`src/rtl/illfl_pkg.sv`:
```
// shared types and constants for the indexed linked list with free list
// no dependencies; imported by illfl_store, illfl_seq and the top level
package illfl_pkg;

  // default slot count of the store
  localparam int CAPACITY_DEF = 16;

  // fixed field widths of the stream beats
  localparam int POS_W       = 5;
  localparam int VAL_W       = 32;
  localparam int STATUS_W    = 2;
  localparam int SLOT_W      = 4;
  localparam int IN_TDATA_W  = 40;
  localparam int OUT_TDATA_W = 8;

  // request kind
  typedef enum logic {
    OP_INSERT = 1'b0,
    OP_DELETE = 1'b1
  } op_t;

  // result status codes
  typedef enum logic [STATUS_W-1:0] {
    ST_DONE  = 2'd0,
    ST_FULL  = 2'd1,
    ST_OOB   = 2'd2,
    ST_EMPTY = 2'd3
  } status_t;

  // sequencer states
  typedef enum logic [3:0] {
    S_IDLE,
    S_START,
    S_ALLOC,
    S_ICHK,
    S_IHOP,
    S_ILINK,
    S_ISPLICE,
    S_DHEAD,
    S_DWALK,
    S_DGONE,
    S_DFREE,
    S_RESP
  } state_t;

  // one result item
  typedef struct packed {
    status_t             status;
    logic [SLOT_W-1:0]   slot;
  } res_t;

endpackage

```
`src/rtl/illfl_store.sv`:
```
// slot store: link memory and data memory, registered link read
// uses illfl_pkg; a fill count stands in for the reset chain of the links
module illfl_store #(
  parameter int CAPACITY = illfl_pkg::CAPACITY_DEF
) (
  input  logic                                       clk,
  input  logic                                       rst_n,
  input  logic                                       rd_en,
  input  logic [((CAPACITY > 1) ? $clog2(CAPACITY) : 1)-1:0] rd_addr,
  output logic [$clog2(CAPACITY + 1)-1:0]            rd_link,
  input  logic                                       wr_en,
  input  logic [((CAPACITY > 1) ? $clog2(CAPACITY) : 1)-1:0] wr_addr,
  input  logic [$clog2(CAPACITY + 1)-1:0]            wr_link,
  input  logic                                       dwr_en,
  input  logic [((CAPACITY > 1) ? $clog2(CAPACITY) : 1)-1:0] dwr_addr,
  input  logic [illfl_pkg::VAL_W-1:0]                dwr_data
);
  import illfl_pkg::*;

  localparam int LINK_W = $clog2(CAPACITY + 1);

  logic [LINK_W-1:0] link_mem [CAPACITY];
  logic [VAL_W-1:0]  data_mem [CAPACITY];

  logic [LINK_W-1:0] fill_r;
  logic [LINK_W-1:0] fill_nxt;
  logic [LINK_W-1:0] q_r;
  logic [LINK_W-1:0] inc_r;
  logic              untouched_r;

  // slots at or above the fill count were never written and still hold
  // their reset link, which is the next slot index
  always_comb begin
    fill_nxt = fill_r;
    if (wr_en && (LINK_W'(wr_addr) == fill_r)) begin
      fill_nxt = fill_r + LINK_W'(1);
    end
  end

  always_ff @(posedge clk) begin
    if (!rst_n) begin
      fill_r <= '0;
    end else begin
      fill_r <= fill_nxt;
    end
  end

  // link memory write and registered read
  always_ff @(posedge clk) begin
    if (wr_en) begin
      link_mem[wr_addr] <= wr_link;
    end
    if (rd_en) begin
      q_r         <= link_mem[rd_addr];
      inc_r       <= LINK_W'(rd_addr) + LINK_W'(1);
      untouched_r <= (LINK_W'(rd_addr) >= fill_r);
    end
  end

  // data memory, written by inserts
  always_ff @(posedge clk) begin
    if (dwr_en) begin
      data_mem[dwr_addr] <= dwr_data;
    end
  end

  assign rd_link = untouched_r ? inc_r : q_r;

endmodule

```
`src/rtl/illfl_seq.sv`:
```
// request sequencer: allocation, link walk, splice and free list return
// uses illfl_pkg; drives the ports of illfl_store
module illfl_seq #(
  parameter int CAPACITY = illfl_pkg::CAPACITY_DEF
) (
  input  logic                                       clk,
  input  logic                                       rst_n,
  input  logic                                       in_valid,
  output logic                                       in_ready,
  input  illfl_pkg::op_t                             in_op,
  input  logic [illfl_pkg::POS_W-1:0]                in_pos,
  input  logic [illfl_pkg::VAL_W-1:0]                in_val,
  output logic                                       res_valid,
  input  logic                                       res_ready,
  output illfl_pkg::res_t                            res,
  output logic                                       rd_en,
  output logic [((CAPACITY > 1) ? $clog2(CAPACITY) : 1)-1:0] rd_addr,
  input  logic [$clog2(CAPACITY + 1)-1:0]            rd_link,
  output logic                                       wr_en,
  output logic [((CAPACITY > 1) ? $clog2(CAPACITY) : 1)-1:0] wr_addr,
  output logic [$clog2(CAPACITY + 1)-1:0]            wr_link,
  output logic                                       dwr_en,
  output logic [((CAPACITY > 1) ? $clog2(CAPACITY) : 1)-1:0] dwr_addr,
  output logic [illfl_pkg::VAL_W-1:0]                dwr_data
);
  import illfl_pkg::*;

  localparam int IDX_W  = (CAPACITY > 1) ? $clog2(CAPACITY) : 1;
  localparam int LINK_W = $clog2(CAPACITY + 1);
  localparam logic [LINK_W-1:0] NIL = LINK_W'(CAPACITY);

  function automatic logic is_nil(input logic [LINK_W-1:0] x);
    return x >= NIL;
  endfunction

  function automatic logic [LINK_W-1:0] norm(input logic [LINK_W-1:0] x);
    return is_nil(x) ? NIL : x;
  endfunction

  function automatic logic [IDX_W-1:0] idx_of(input logic [LINK_W-1:0] x);
    return x[IDX_W-1:0];
  endfunction

  function automatic logic [SLOT_W-1:0] slot_of(input logic [IDX_W-1:0] s);
    logic [IDX_W+SLOT_W-1:0] ext;
    ext = {{SLOT_W{1'b0}}, s};
    return ext[SLOT_W-1:0];
  endfunction

  state_t             state_r, state_nxt;
  op_t                op_r, op_nxt;
  logic [POS_W-1:0]   pos_r, pos_nxt;
  logic [VAL_W-1:0]   val_r, val_nxt;
  logic [LINK_W-1:0]  list_head_r, list_head_nxt;
  logic [LINK_W-1:0]  free_head_r, free_head_nxt;
  logic [IDX_W-1:0]   fresh_r, fresh_nxt;
  logic [LINK_W-1:0]  walk_r, walk_nxt;
  logic [POS_W-1:0]   cnt_r, cnt_nxt;
  res_t               res_r, res_nxt;

  logic [LINK_W-1:0]  nxt_link;
  logic               hop_more;

  // link just read, with any out-of-range value taken as null
  assign nxt_link = norm(rd_link);
  // more hops are needed while cnt + 1 < position
  assign hop_more = ({1'b0, cnt_r} + (POS_W + 1)'(1)) < {1'b0, pos_r};

  // next state
  always_comb begin
    state_nxt = state_r;
    unique case (state_r)
      S_IDLE: begin
        if (in_valid) state_nxt = S_START;
      end
      S_START: begin
        if (op_r == OP_INSERT) begin
          state_nxt = is_nil(free_head_r) ? S_RESP : S_ALLOC;
        end else if (is_nil(list_head_r)) begin
          state_nxt = S_RESP;
        end else begin
          state_nxt = (pos_r == '0) ? S_DHEAD : S_DWALK;
        end
      end
      S_ALLOC:   state_nxt = (pos_r == '0) ? S_RESP : S_ICHK;
      S_ICHK: begin
        if (is_nil(walk_r))  state_nxt = S_RESP;
        else if (hop_more)   state_nxt = S_IHOP;
        else                 state_nxt = S_ILINK;
      end
      S_IHOP:    state_nxt = S_ICHK;
      S_ILINK:   state_nxt = S_ISPLICE;
      S_ISPLICE: state_nxt = S_RESP;
      S_DHEAD:   state_nxt = S_RESP;
      S_DWALK: begin
        if (is_nil(nxt_link)) state_nxt = S_RESP;
        else if (hop_more)    state_nxt = S_DWALK;
        else                  state_nxt = S_DGONE;
      end
      S_DGONE:   state_nxt = S_DFREE;
      S_DFREE:   state_nxt = S_RESP;
      S_RESP: begin
        if (res_ready) state_nxt = S_IDLE;
      end
      default:   state_nxt = S_IDLE;
    endcase
  end

  // store accesses and register updates per state
  always_comb begin
    op_nxt        = op_r;
    pos_nxt       = pos_r;
    val_nxt       = val_r;
    list_head_nxt = list_head_r;
    free_head_nxt = free_head_r;
    fresh_nxt     = fresh_r;
    walk_nxt      = walk_r;
    cnt_nxt       = cnt_r;
    res_nxt       = res_r;
    rd_en         = 1'b0;
    rd_addr       = idx_of(walk_r);
    wr_en         = 1'b0;
    wr_addr       = fresh_r;
    wr_link       = free_head_r;
    dwr_en        = 1'b0;
    unique case (state_r)
      S_IDLE: begin
        if (in_valid) begin
          op_nxt  = in_op;
          pos_nxt = in_pos;
          val_nxt = in_val;
        end
      end
      S_START: begin
        if (op_r == OP_INSERT) begin
          if (is_nil(free_head_r)) begin
            res_nxt = '{status: ST_FULL, slot: '0};
          end else begin
            rd_en     = 1'b1;
            rd_addr   = idx_of(free_head_r);
            fresh_nxt = idx_of(free_head_r);
          end
        end else if (is_nil(list_head_r)) begin
          res_nxt = '{status: ST_EMPTY, slot: '0};
        end else begin
          walk_nxt = list_head_r;
          cnt_nxt  = '0;
          rd_en    = 1'b1;
          rd_addr  = idx_of(list_head_r);
        end
      end
      // take the front free slot and store the value; at position zero link it in as the new head
      S_ALLOC: begin
        free_head_nxt = nxt_link;
        dwr_en        = 1'b1;
        if (pos_r == '0) begin
          wr_en         = 1'b1;
          wr_addr       = fresh_r;
          wr_link       = list_head_r;
          list_head_nxt = LINK_W'(fresh_r);
          res_nxt       = '{status: ST_DONE, slot: slot_of(fresh_r)};
        end else begin
          walk_nxt = list_head_r;
          cnt_nxt  = '0;
        end
      end
      // walk ran off the end: hand the slot back to the free list; else read the current link
      S_ICHK: begin
        if (is_nil(walk_r)) begin
          wr_en         = 1'b1;
          wr_addr       = fresh_r;
          wr_link       = free_head_r;
          free_head_nxt = LINK_W'(fresh_r);
          res_nxt       = '{status: ST_OOB, slot: '0};
        end else begin
          rd_en   = 1'b1;
          rd_addr = idx_of(walk_r);
        end
      end
      S_IHOP: begin
        walk_nxt = nxt_link;
        cnt_nxt  = cnt_r + POS_W'(1);
      end
      S_ILINK: begin
        wr_en   = 1'b1;
        wr_addr = fresh_r;
        wr_link = nxt_link;
      end
      S_ISPLICE: begin
        wr_en   = 1'b1;
        wr_addr = idx_of(walk_r);
        wr_link = LINK_W'(fresh_r);
        res_nxt = '{status: ST_DONE, slot: slot_of(fresh_r)};
      end
      // unlink the head and push it on the free list
      S_DHEAD: begin
        list_head_nxt = nxt_link;
        wr_en         = 1'b1;
        wr_addr       = idx_of(walk_r);
        wr_link       = free_head_r;
        free_head_nxt = walk_r;
        res_nxt       = '{status: ST_DONE, slot: slot_of(idx_of(walk_r))};
      end
      S_DWALK: begin
        if (is_nil(nxt_link)) begin
          res_nxt = '{status: ST_OOB, slot: '0};
        end else if (hop_more) begin
          walk_nxt = nxt_link;
          cnt_nxt  = cnt_r + POS_W'(1);
          rd_en    = 1'b1;
          rd_addr  = idx_of(nxt_link);
        end else begin
          fresh_nxt = idx_of(nxt_link);
          rd_en     = 1'b1;
          rd_addr   = idx_of(nxt_link);
        end
      end
      S_DGONE: begin
        wr_en   = 1'b1;
        wr_addr = idx_of(walk_r);
        wr_link = nxt_link;
      end
      S_DFREE: begin
        wr_en         = 1'b1;
        wr_addr       = fresh_r;
        wr_link       = free_head_r;
        free_head_nxt = LINK_W'(fresh_r);
        res_nxt       = '{status: ST_DONE, slot: slot_of(fresh_r)};
      end
      S_RESP: begin
      end
      default: begin
      end
    endcase
  end

  assign in_ready  = (state_r == S_IDLE);
  assign res_valid = (state_r == S_RESP);
  assign res       = res_r;
  assign dwr_addr  = fresh_r;
  assign dwr_data  = val_r;

  // control state
  always_ff @(posedge clk) begin
    if (!rst_n) begin
      state_r     <= S_IDLE;
      list_head_r <= NIL;
      free_head_r <= '0;
    end else begin
      state_r     <= state_nxt;
      list_head_r <= list_head_nxt;
      free_head_r <= free_head_nxt;
    end
  end

  // request payload and walk registers
  always_ff @(posedge clk) begin
    op_r    <= op_nxt;
    pos_r   <= pos_nxt;
    val_r   <= val_nxt;
    fresh_r <= fresh_nxt;
    walk_r  <= walk_nxt;
    cnt_r   <= cnt_nxt;
    res_r   <= res_nxt;
  end

endmodule

```
`src/rtl/indexed_linked_list_free_list.sv`:
```
// one request at a time; a full store, an empty list or position zero is
// answered without a walk, else the request walks the links towards its
// position, with one dependent read of the link store per hop
// the next request is taken once the result sits in the output register
// reset: synchronous, active low; list empty, free list from slot zero,
// the link store needs no clearing pass (a fill count supplies reset links)
module indexed_linked_list_free_list #(
  parameter int CAPACITY = illfl_pkg::CAPACITY_DEF
) (
  input  logic                                  clk,
  input  logic                                  rst_n,
  input  logic                                  in_tvalid,
  output logic                                  in_tready,
  // [4:0] position, [36:5] value, [39:37] zero
  input  logic [illfl_pkg::IN_TDATA_W-1:0]      in_tdata,
  // [0] operation
  input  logic [0:0]                            in_tuser,
  output logic                                  out_tvalid,
  input  logic                                  out_tready,
  // [1:0] status, [5:2] slot, [7:6] zero
  output logic [illfl_pkg::OUT_TDATA_W-1:0]     out_tdata
);
  import illfl_pkg::*;

  localparam int IDX_W  = (CAPACITY > 1) ? $clog2(CAPACITY) : 1;
  localparam int LINK_W = $clog2(CAPACITY + 1);

  logic              res_valid;
  logic              res_ready;
  res_t              res;
  logic              rd_en;
  logic [IDX_W-1:0]  rd_addr;
  logic [LINK_W-1:0] rd_link;
  logic              wr_en;
  logic [IDX_W-1:0]  wr_addr;
  logic [LINK_W-1:0] wr_link;
  logic              dwr_en;
  logic [IDX_W-1:0]  dwr_addr;
  logic [VAL_W-1:0]  dwr_data;

  logic              out_valid_r, out_valid_nxt;
  res_t              out_res_r;

  illfl_seq #(
    .CAPACITY (CAPACITY)
  ) u_seq (
    .clk       (clk),
    .rst_n     (rst_n),
    .in_valid  (in_tvalid),
    .in_ready  (in_tready),
    .in_op     (op_t'(in_tuser[0])),
    .in_pos    (in_tdata[POS_W-1:0]),
    .in_val    (in_tdata[POS_W+VAL_W-1:POS_W]),
    .res_valid (res_valid),
    .res_ready (res_ready),
    .res       (res),
    .rd_en     (rd_en),
    .rd_addr   (rd_addr),
    .rd_link   (rd_link),
    .wr_en     (wr_en),
    .wr_addr   (wr_addr),
    .wr_link   (wr_link),
    .dwr_en    (dwr_en),
    .dwr_addr  (dwr_addr),
    .dwr_data  (dwr_data)
  );

  illfl_store #(
    .CAPACITY (CAPACITY)
  ) u_store (
    .clk      (clk),
    .rst_n    (rst_n),
    .rd_en    (rd_en),
    .rd_addr  (rd_addr),
    .rd_link  (rd_link),
    .wr_en    (wr_en),
    .wr_addr  (wr_addr),
    .wr_link  (wr_link),
    .dwr_en   (dwr_en),
    .dwr_addr (dwr_addr),
    .dwr_data (dwr_data)
  );

  // output register: free when empty or being drained this cycle
  assign res_ready = !out_valid_r || out_tready;

  always_comb begin
    out_valid_nxt = out_valid_r;
    if (res_valid && res_ready) begin
      out_valid_nxt = 1'b1;
    end else if (out_tready) begin
      out_valid_nxt = 1'b0;
    end
  end

  always_ff @(posedge clk) begin
    if (!rst_n) begin
      out_valid_r <= 1'b0;
    end else begin
      out_valid_r <= out_valid_nxt;
    end
  end

  always_ff @(posedge clk) begin
    if (res_valid && res_ready) begin
      out_res_r <= res;
    end
  end

  assign out_tvalid = out_valid_r;
  assign out_tdata  = {{(OUT_TDATA_W - STATUS_W - SLOT_W){1'b0}},
                       out_res_r.slot, out_res_r.status};

  // a failed request reports slot zero
  a_fail_slot_zero: assert property (@(posedge clk) disable iff (!rst_n)
    out_valid_r && (out_res_r.status != ST_DONE) |-> (out_res_r.slot == '0))
    else $error("failed request reports a non-zero slot");

  // no second request is taken while one is being worked on
  a_one_in_flight: assert property (@(posedge clk) disable iff (!rst_n)
    (in_tvalid && in_tready) |=> !in_tready)
    else $error("request accepted while the sequencer is busy");

  // no result may be pending when a new request is taken
  a_no_pending_result: assert property (@(posedge clk) disable iff (!rst_n)
    (in_tvalid && in_tready) |-> !res_valid)
    else $error("request accepted with a result still pending");

endmodule
```
`config.mk`:
```
export PLATFORM = sky130hd
export DESIGN_NAME = indexed_linked_list_free_list
export DESIGN_NICKNAME = d
export VERILOG_FILES = /design/src/rtl/illfl_pkg.sv /design/src/rtl/illfl_store.sv /design/src/rtl/illfl_seq.sv /design/src/rtl/indexed_linked_list_free_list.sv
export SDC_FILE = /design/constraint.sdc
export NUM_CORES = 1
export LEC_CHECK = 0
export BUFFER_PORTS_ARGS = -buffer_cell sky130_fd_sc_hd__buf_4
export CORE_ASPECT_RATIO = 2
export CORE_MARGIN = 5
export CORE_UTILIZATION = 55
export CTS_CLUSTER_SIZE = 40
export DETAILED_ROUTE_END_ITERATION = 10
export GPL_TIMING_DRIVEN = 0
export HOLD_SLACK_MARGIN = 0.08
export PLACE_DENSITY = 0.72
export SLEW_MARGIN = 25
export SYNTH_ARGS = -nofsm -noshare
export SYNTH_HDL_FRONTEND = slang
export SYNTH_HIERARCHICAL = 1
export SYNTH_SLANG_ARGS = --single-unit
```
`constraint.sdc`:
```
create_clock -name clk -period 4.3 [get_ports clk]
set_input_delay 0.215 -clock clk [delete_from_list [all_inputs] [get_ports clk]]
set_output_delay 0.215 -clock clk [all_outputs]
set_load 0.02 [all_outputs]
```
==> results of run 1 <==
## report_power, final
group          total (uW)  leakage [uW]  internal, uW  switching, uW
Combinational        2040       0.00119           748           1290
Sequential           2060       0.00130          1890            164
Clock                1510      0.000290           876            629
Total                5600       0.00278          3520           2090
## worst register-to-register path, cell delays in order, from the launching register on
cell      delay (ns)
edfxtp_1        0.51
mux2_2          0.48
nand2b_1        0.35
o211ai_1        0.66
buf_4           0.35
inv_1           0.09
ha_1            0.28
nand2b_1        0.14
a21o_1          0.18
a211oi_1        0.23
nor3_1          0.07
## cell type report
type / count / area (sq um) / share of cell area
sequential: 143 / 4090 / 0.517
multi-input combinational: 362 / 2590 / 0.327
clock buffer: 17 / 425 / 0.0537
timing repair buffer: 24 / 193 / 0.0243
tap: 150 / 188 / 0.0237
buffer: 28 / 186 / 0.0235
clock inverter: 15 / 176 / 0.0223
inverter: 17 / 63.8 / 0.00806
## per-stage QoR
stage	util	worst slack (ns)	hold WS [ns]	std cells
2_1_floorplan	-	1.30	0.314	550
3_3_place_gp	0.580	0.683	0.395	717
3_5_place_dp	0.581	0.752	0.395	717
4_1_cts	0.634	0.739	0.116	755
5_1_grt	0.634	0.577	0.134	756
6_report	0.634	0.715	0.126	756
## flip-flops by register name, summed over array words and instances, names as in the netlist
signal and flops:
out_tdata 6, out_tvalid 1, u_seq/cnt_r 5, u_seq/dwr_addr 4, u_seq/free_head_r 5, u_seq/list_head_r 5
u_seq/op_r 1, u_seq/pos_r 5, u_seq/res 6, u_seq/state_r 4, u_seq/walk_r 5, u_store/fill_r 5
u_store/inc_r 5, u_store/link_mem 80, u_store/q_r 5, u_store/untouched_r 1
## metal layers
| layer | part of all wire | routed length, um |
|---|---|---|
| met1 | 0.31 | 5620 |
| met2 | 0.57 | 10300 |
| met3 | 0.043 | 776 |
| met4 | 0.082 | 1500 |
| met5 | 0 | 0 |
## worst min path at each step
stage,start,endpoint,slack (ns),depth (start not counted)
6_report,out_tready,out_tvalid,0.13,3
5_1_grt,out_tready,out_tvalid,0.13,3
4_1_cts,out_tready,out_tvalid,0.12,3
3_5_place_dp,in_tdata[4],u_seq/pos_r[4],0.40,1
3_3_place_gp,in_tdata[4],u_seq/pos_r[4],0.39,1
2_1_floorplan,in_tuser,u_seq/op_r,0.31,0
==> flow_metrics.py, run 1 <==
metrics = {
    "die": {
        "die_h_um": 169,
        "design.core.area_sq_um": 12500,
        "io_pins": 55,
        "die_area_sq_um": 15100,
        "rows": 58,
        "start_util": 0.554,
        "die-width_um": 89.3,
    },
    "global_route": {
        "overflow": 0,
        "grt_pass1_vias": 4952,
        "gr-usage-all-layers": 0.254,
        "busiest_layer": "met2",
        "met2_usage": 0.459,
        "grt_max_degree": 17,
        "grt_pass1_wl_mm": 27.2,
        "antenna_found_initial": 0,
        "gr-usage-met1": 0.229,
        "grt_use_met3": 0.0516,
    },
    "setup_path": {
        "cp.depth": 10,
        "worstPathRequired_ns": 4.48,
        "cp.arrival_ns": 3.76,
        "slowest_delay_ns": 0.66,
        "cp_max_fo": 10,
        "path_delay_family": "compound AO/OA/AOI/OAI gates",
        "r2r_cells": 10,
        "r2r-start": "u_store/untouched_r",
        "cp-endpoint": "u_store/untouched_r",
        "crit_chain": "mux2_2, nand2b_1, o211ai_1, buf_4, inv_1, ha_1, nand2b_1, a21o_1, a211oi_1, nor3_1",
        "slowest_stage": "o211ai_1",
        "timing.critical_path.from": "u_store/untouched_r",
        "ff2ff_setup_slack_ns": 0.71,
        "cpMostUsedCell": "nand2b_1",
        "endpoint_kind": "flop",
        "path_class": "reg -> reg",
        "r2r-end": "u_store/untouched_r",
        "crit_buf_inv": 2,
        "worstSetupStartpointType": "flop",
    },
    "power_and_ir_drop": {
        "pwr_density_cell_nw_per_um2": 708,
        "peakVddDrop_uv": 420,
        "p_total_uw": 5600,
        "power_leakage_uw": 0.00278,
    },
    "hold_path": {
        "hold_class": "in -> reg",
    },
    "detailed_routing": {
        "drc": 0,
        "wl_per_cell_um": 24.1,
        "final_antenna_net_count": 0,
        "vias": 4775,
        "drtIter0Drc": 321,
        "viasPerCell": 6.32,
        "dr.pass1.iters": 5,
        "totalWireLength_mm": 18.2,
    },
    "status": {
        "status": "finished clean",
    },
    "timing": {
        "setup_viol": 0,
        "min_period_ns": 3.59,
        "finalMaxSlewViolations": 0,
        "finalCritPeriodShare": 0.834,
        "worst_pin_slew_ns": 0.874,
        "rsz0062_at_grt": "no",
        "fmax_mhz": 279,
        "skew_ns": 0.0128,
        "hold_viol": 0,
        "fin_setup_tns_ns": 0,
        "slew_headroom": 0.410,
    },
    "clock_network": {
        "cts_resized": 0,
        "clkSlewWorstSetupHoldPaths_ns": 0.06,
        "clkSinkCount": 143,
        "root_buffer": "clkbuf_16",
        "numCtsBuffers": 17,
        "tritoncts": "yes",
        "post_cts_buffers": 0,
        "hold_buffers": 6,
        "htree_levels": 4,
        "cts_buffer_depth": 2,
        "insertion_delay_ns": 0.43,
    },
    "placement": {
        "placed_area_sq_um": 7250,
        "gp_congestion": 0.928,
        "hpwl_mm": 13.2,
        "io_buffers": 17,
    },
    "synthesis": {
        "avgSynthCellArea_sq_um": 12.6,
        "syn_inst": 549,
        "netlist_area_sq_um": 6920,
        "synth_warnings": 6,
    },
    "final_layout": {
        "nFillCells": 951,
        "layout_commonest_cell": "edfxtp_1",
        "most-common-layout-cells": "edfxtp_1, nand2_1, nor2_1",
        "final_nets": 649,
        "postLayoutCellArea_sq_um": 7920,
        "drive_gt1_frac": 0.167,
        "area_growth_pct": 14.5,
        "diodes": 0,
    },
    "run": {
        "cap_violations": 0,
    },
}
(Power assumes the default switching activity.)
==> run 2: changes to the inputs <==
--- a/config.mk
+++ b/config.mk
@@ -5,6 +5,7 @@
 export SDC_FILE = /design/constraint.sdc
 export NUM_CORES = 1
 export LEC_CHECK = 0
+export ABC_AREA = 1
 export BUFFER_PORTS_ARGS = -buffer_cell sky130_fd_sc_hd__buf_4
 export CORE_ASPECT_RATIO = 2
 export CORE_MARGIN = 5
==> constraint.sdc (replaced) <==
create_clock -name clk -period 3.4 [get_ports clk]
set_input_delay 0.17 -clock clk [delete_from_list [all_inputs] [get_ports clk]]
set_output_delay 0.17 -clock clk [all_outputs]
set_load 0.02 [all_outputs]
==> run 2 against run 1 <==
  * Synthesized area is essentially flat
  * Routed wire length grew 1.1%
  * Cell area grew 0.79%
  * Cell count grew 23%
  * Global-route usage grew 0.42 points
  * Maximum frequency grew 14%
  * Combinational power grew 62%
  * Die area is essentially flat
  * Highest routed layer unchanged
  * Clock skew shrank 0.0036 ns
  * Via count grew 13%
  * Core utilization grew 0.50 points
==> flow_metrics.py, run 2 <==
metrics = {
    "clock_network": {
        "cts_buffer_depth": 2,
        "tritoncts": "yes",
        "root_buffer": "clkbuf_16",
        "clkSlewWorstSetupHoldPaths_ns": 0.06,
        "clkSinkCount": 143,
        "insertion_delay_ns": 0.42,
        "htree_levels": 4,
        "numCtsBuffers": 17,
    },
    "global_route": {
        "gr-usage-all-layers": 0.258,
        "grt_pass1_vias": 5687,
        "overflow": 0,
        "grt_max_degree": 17,
        "grt_pass1_wl_mm": 28.4,
        "antenna_found_initial": 0,
    },
    "setup_path": {
        "cp_max_fo": 11,
        "cp.arrival_ns": 3.32,
        "worstPathRequired_ns": 3.57,
        "cp-endpoint": "u_store/untouched_r",
        "r2r-start": "u_store/untouched_r",
        "timing.critical_path.from": "u_store/untouched_r",
        "worstSetupStartpointType": "flop",
        "endpoint_kind": "flop",
        "r2r-end": "u_store/untouched_r",
        "r2r_cells": 15,
        "ff2ff_setup_slack_ns": 0.25,
        "path_class": "reg -> reg",
    },
    "power_and_ir_drop": {
        "power_leakage_uw": 0.00319,
        "switching_share": 0.420,
        "intPower_uw": 4500,
        "peakVddDrop_uv": 677,
        "seqPwrFrac": 0.344,
        "p_clk_frac": 0.228,
        "p_switching_uw": 3260,
        "p_comb_frac": 0.427,
        "pwr_density_cell_nw_per_um2": 972,
    },
    "timing": {
        "finalMaxSlewViolations": 0,
        "fin_setup_tns_ns": 0,
        "rsz0062_at_grt": "no",
        "setup_viol": 0,
        "finalCritPeriodShare": 0.927,
        "worst_pin_slew_ns": 0.759,
        "slew_headroom": 0.494,
        "hold_viol": 0,
        "min_period_ns": 3.15,
        "fin_ws_ns": 0.250,
        "holdWs_ns": 0.147,
        "skew_ns": 0.00927,
        "fmax_mhz": 317,
    },
    "final_layout": {
        "layout_commonest_cell": "nand2_1",
        "diodes": 0,
        "area_growth_pct": 15.3,
        "stdcell_count": 932,
        "drive_gt1_frac": 0.146,
        "most-common-layout-cells": "nand2_1, edfxtp_1, nor2_1",
        "largest_register": "u_store/link_mem",
        "largest_reg_flops": 80,
        "final_nets": 825,
    },
    "detailed_routing": {
        "drc": 0,
        "wl_per_cell_um": 19.7,
        "drtIter0Drc": 236,
        "vias": 5419,
        "totalWireLength_mm": 18.4,
        "final_antenna_net_count": 0,
        "dr.pass1.iters": 5,
        "viasPerCell": 5.81,
    },
    "synthesis": {
        "netlist_area_sq_um": 6920,
        "synth_warnings": 6,
        "avgSynthCellArea_sq_um": 9.65,
        "syn_inst": 717,
    },
    "placement": {
        "io_buffers": 17,
        "gp_congestion": 1.01,
        "dpl.cell_count": 891,
        "hpwl_mm": 14.1,
        "post-place-ws_ns": 0.0514,
    },
    "die": {
        "die_h_um": 169,
        "start_util": 0.554,
        "design.core.area_sq_um": 12500,
        "rows": 58,
        "die-width_um": 89.3,
        "io_pins": 55,
        "die_area_sq_um": 15100,
    },
    "status": {
        "status": "finished clean",
    },
    "run": {
        "cap_violations": 0,
    },
    "hold_path": {
        "hold_class": "in -> reg",
    },
}
==> run 2: what timing repair did <==
action | 4_1_cts | 5_1_grt
hold endpoints to repair | 10 | 0
setup buffers | 0 | 0
hold buffers | 9 | 0
endpoints found under the setup margin | 0 | 2
resized for setup | 0 | 2
==> run 2: worst min path at each step <==
stage / from / to / depth (start not counted)
finish: in_tvalid / u_seq/state_r[0] / 5
global placement: in_tdata[3] / u_seq/pos_r[3] / 1
global route: in_tvalid / u_seq/state_r[0] / 5
CTS: in_tvalid / u_seq/state_r[0] / 5
floorplan: rst_n / u_seq/list_head_r[4] / 1
detailed placement: in_tdata[2] / u_seq/pos_r[2] / 1
==> run 2: critical path, cell delays in order, from the launching register on <==
cell,delay [ns]
edfxtp_1,0.50
mux2_2,0.32
clkinvlp_4,0.20
nand2_1,0.20
inv_1,0.09
nand2_1,0.11
o2111ai_2,0.27
inv_2,0.17
buf_2,0.26
ha_1,0.27
inv_1,0.05
nand2_1,0.05
a21oi_1,0.14
o21bai_1,0.08
a21oi_1,0.13
nor2_1,0.06
==> run 2: power groups by stage <==
| stage | logic (uW) | registers, uW | clock network (uW) |
|---|---|---|---|
| floorplan | 2190 | 2630 | 0 |
| global placement | 3040 | 2700 | 0 |
| detailed placement | 3220 | 2700 | 0 |
| CTS | 3260 | 2670 | 1810 |
| global route | 3630 | 2690 | 1880 |
| finish | 3310 | 2670 | 1770 |
==> run 2: per-layer routing <==
layer | part of all wire | up-vias | track usage
met5 | 0 | - | 0
met4 | 0.090 | 0 | 0.216
met3 | 0.037 | 96 | 0.0414
met2 | 0.56 | 207 | 0.472
met1 | 0.31 | 2558 | 0.230
li1 | - | 2558 | -
==> run 2: area by class of cell <==
| type | count | area (sq um) |
|---|---|---|
| tap | 150 | 188 |
| buffer | 20 | 116 |
| multi-input combinational | 465 | 2400 |
| timing repair buffer | 32 | 274 |
| clock buffer | 19 | 433 |
| inverter | 90 | 342 |
| sequential | 143 | 4090 |
| clock inverter | 13 | 129 |
| fill | 1069 | 4500 |
==> run 2: metrics by stage <==
| step | total power (uW) | utilization | cell area (sq um) |
|---|---|---|---|
| after floorplan | 4820 | - | 6920 |
| after global placement | 5740 | 0.580 | 7240 |
| after detailed placement | 5930 | 0.586 | 7320 |
| after CTS | 7730 | 0.638 | 7970 |
| after global routing | 8200 | 0.639 | 7980 |
| final | 7760 | 0.639 | 7980 |
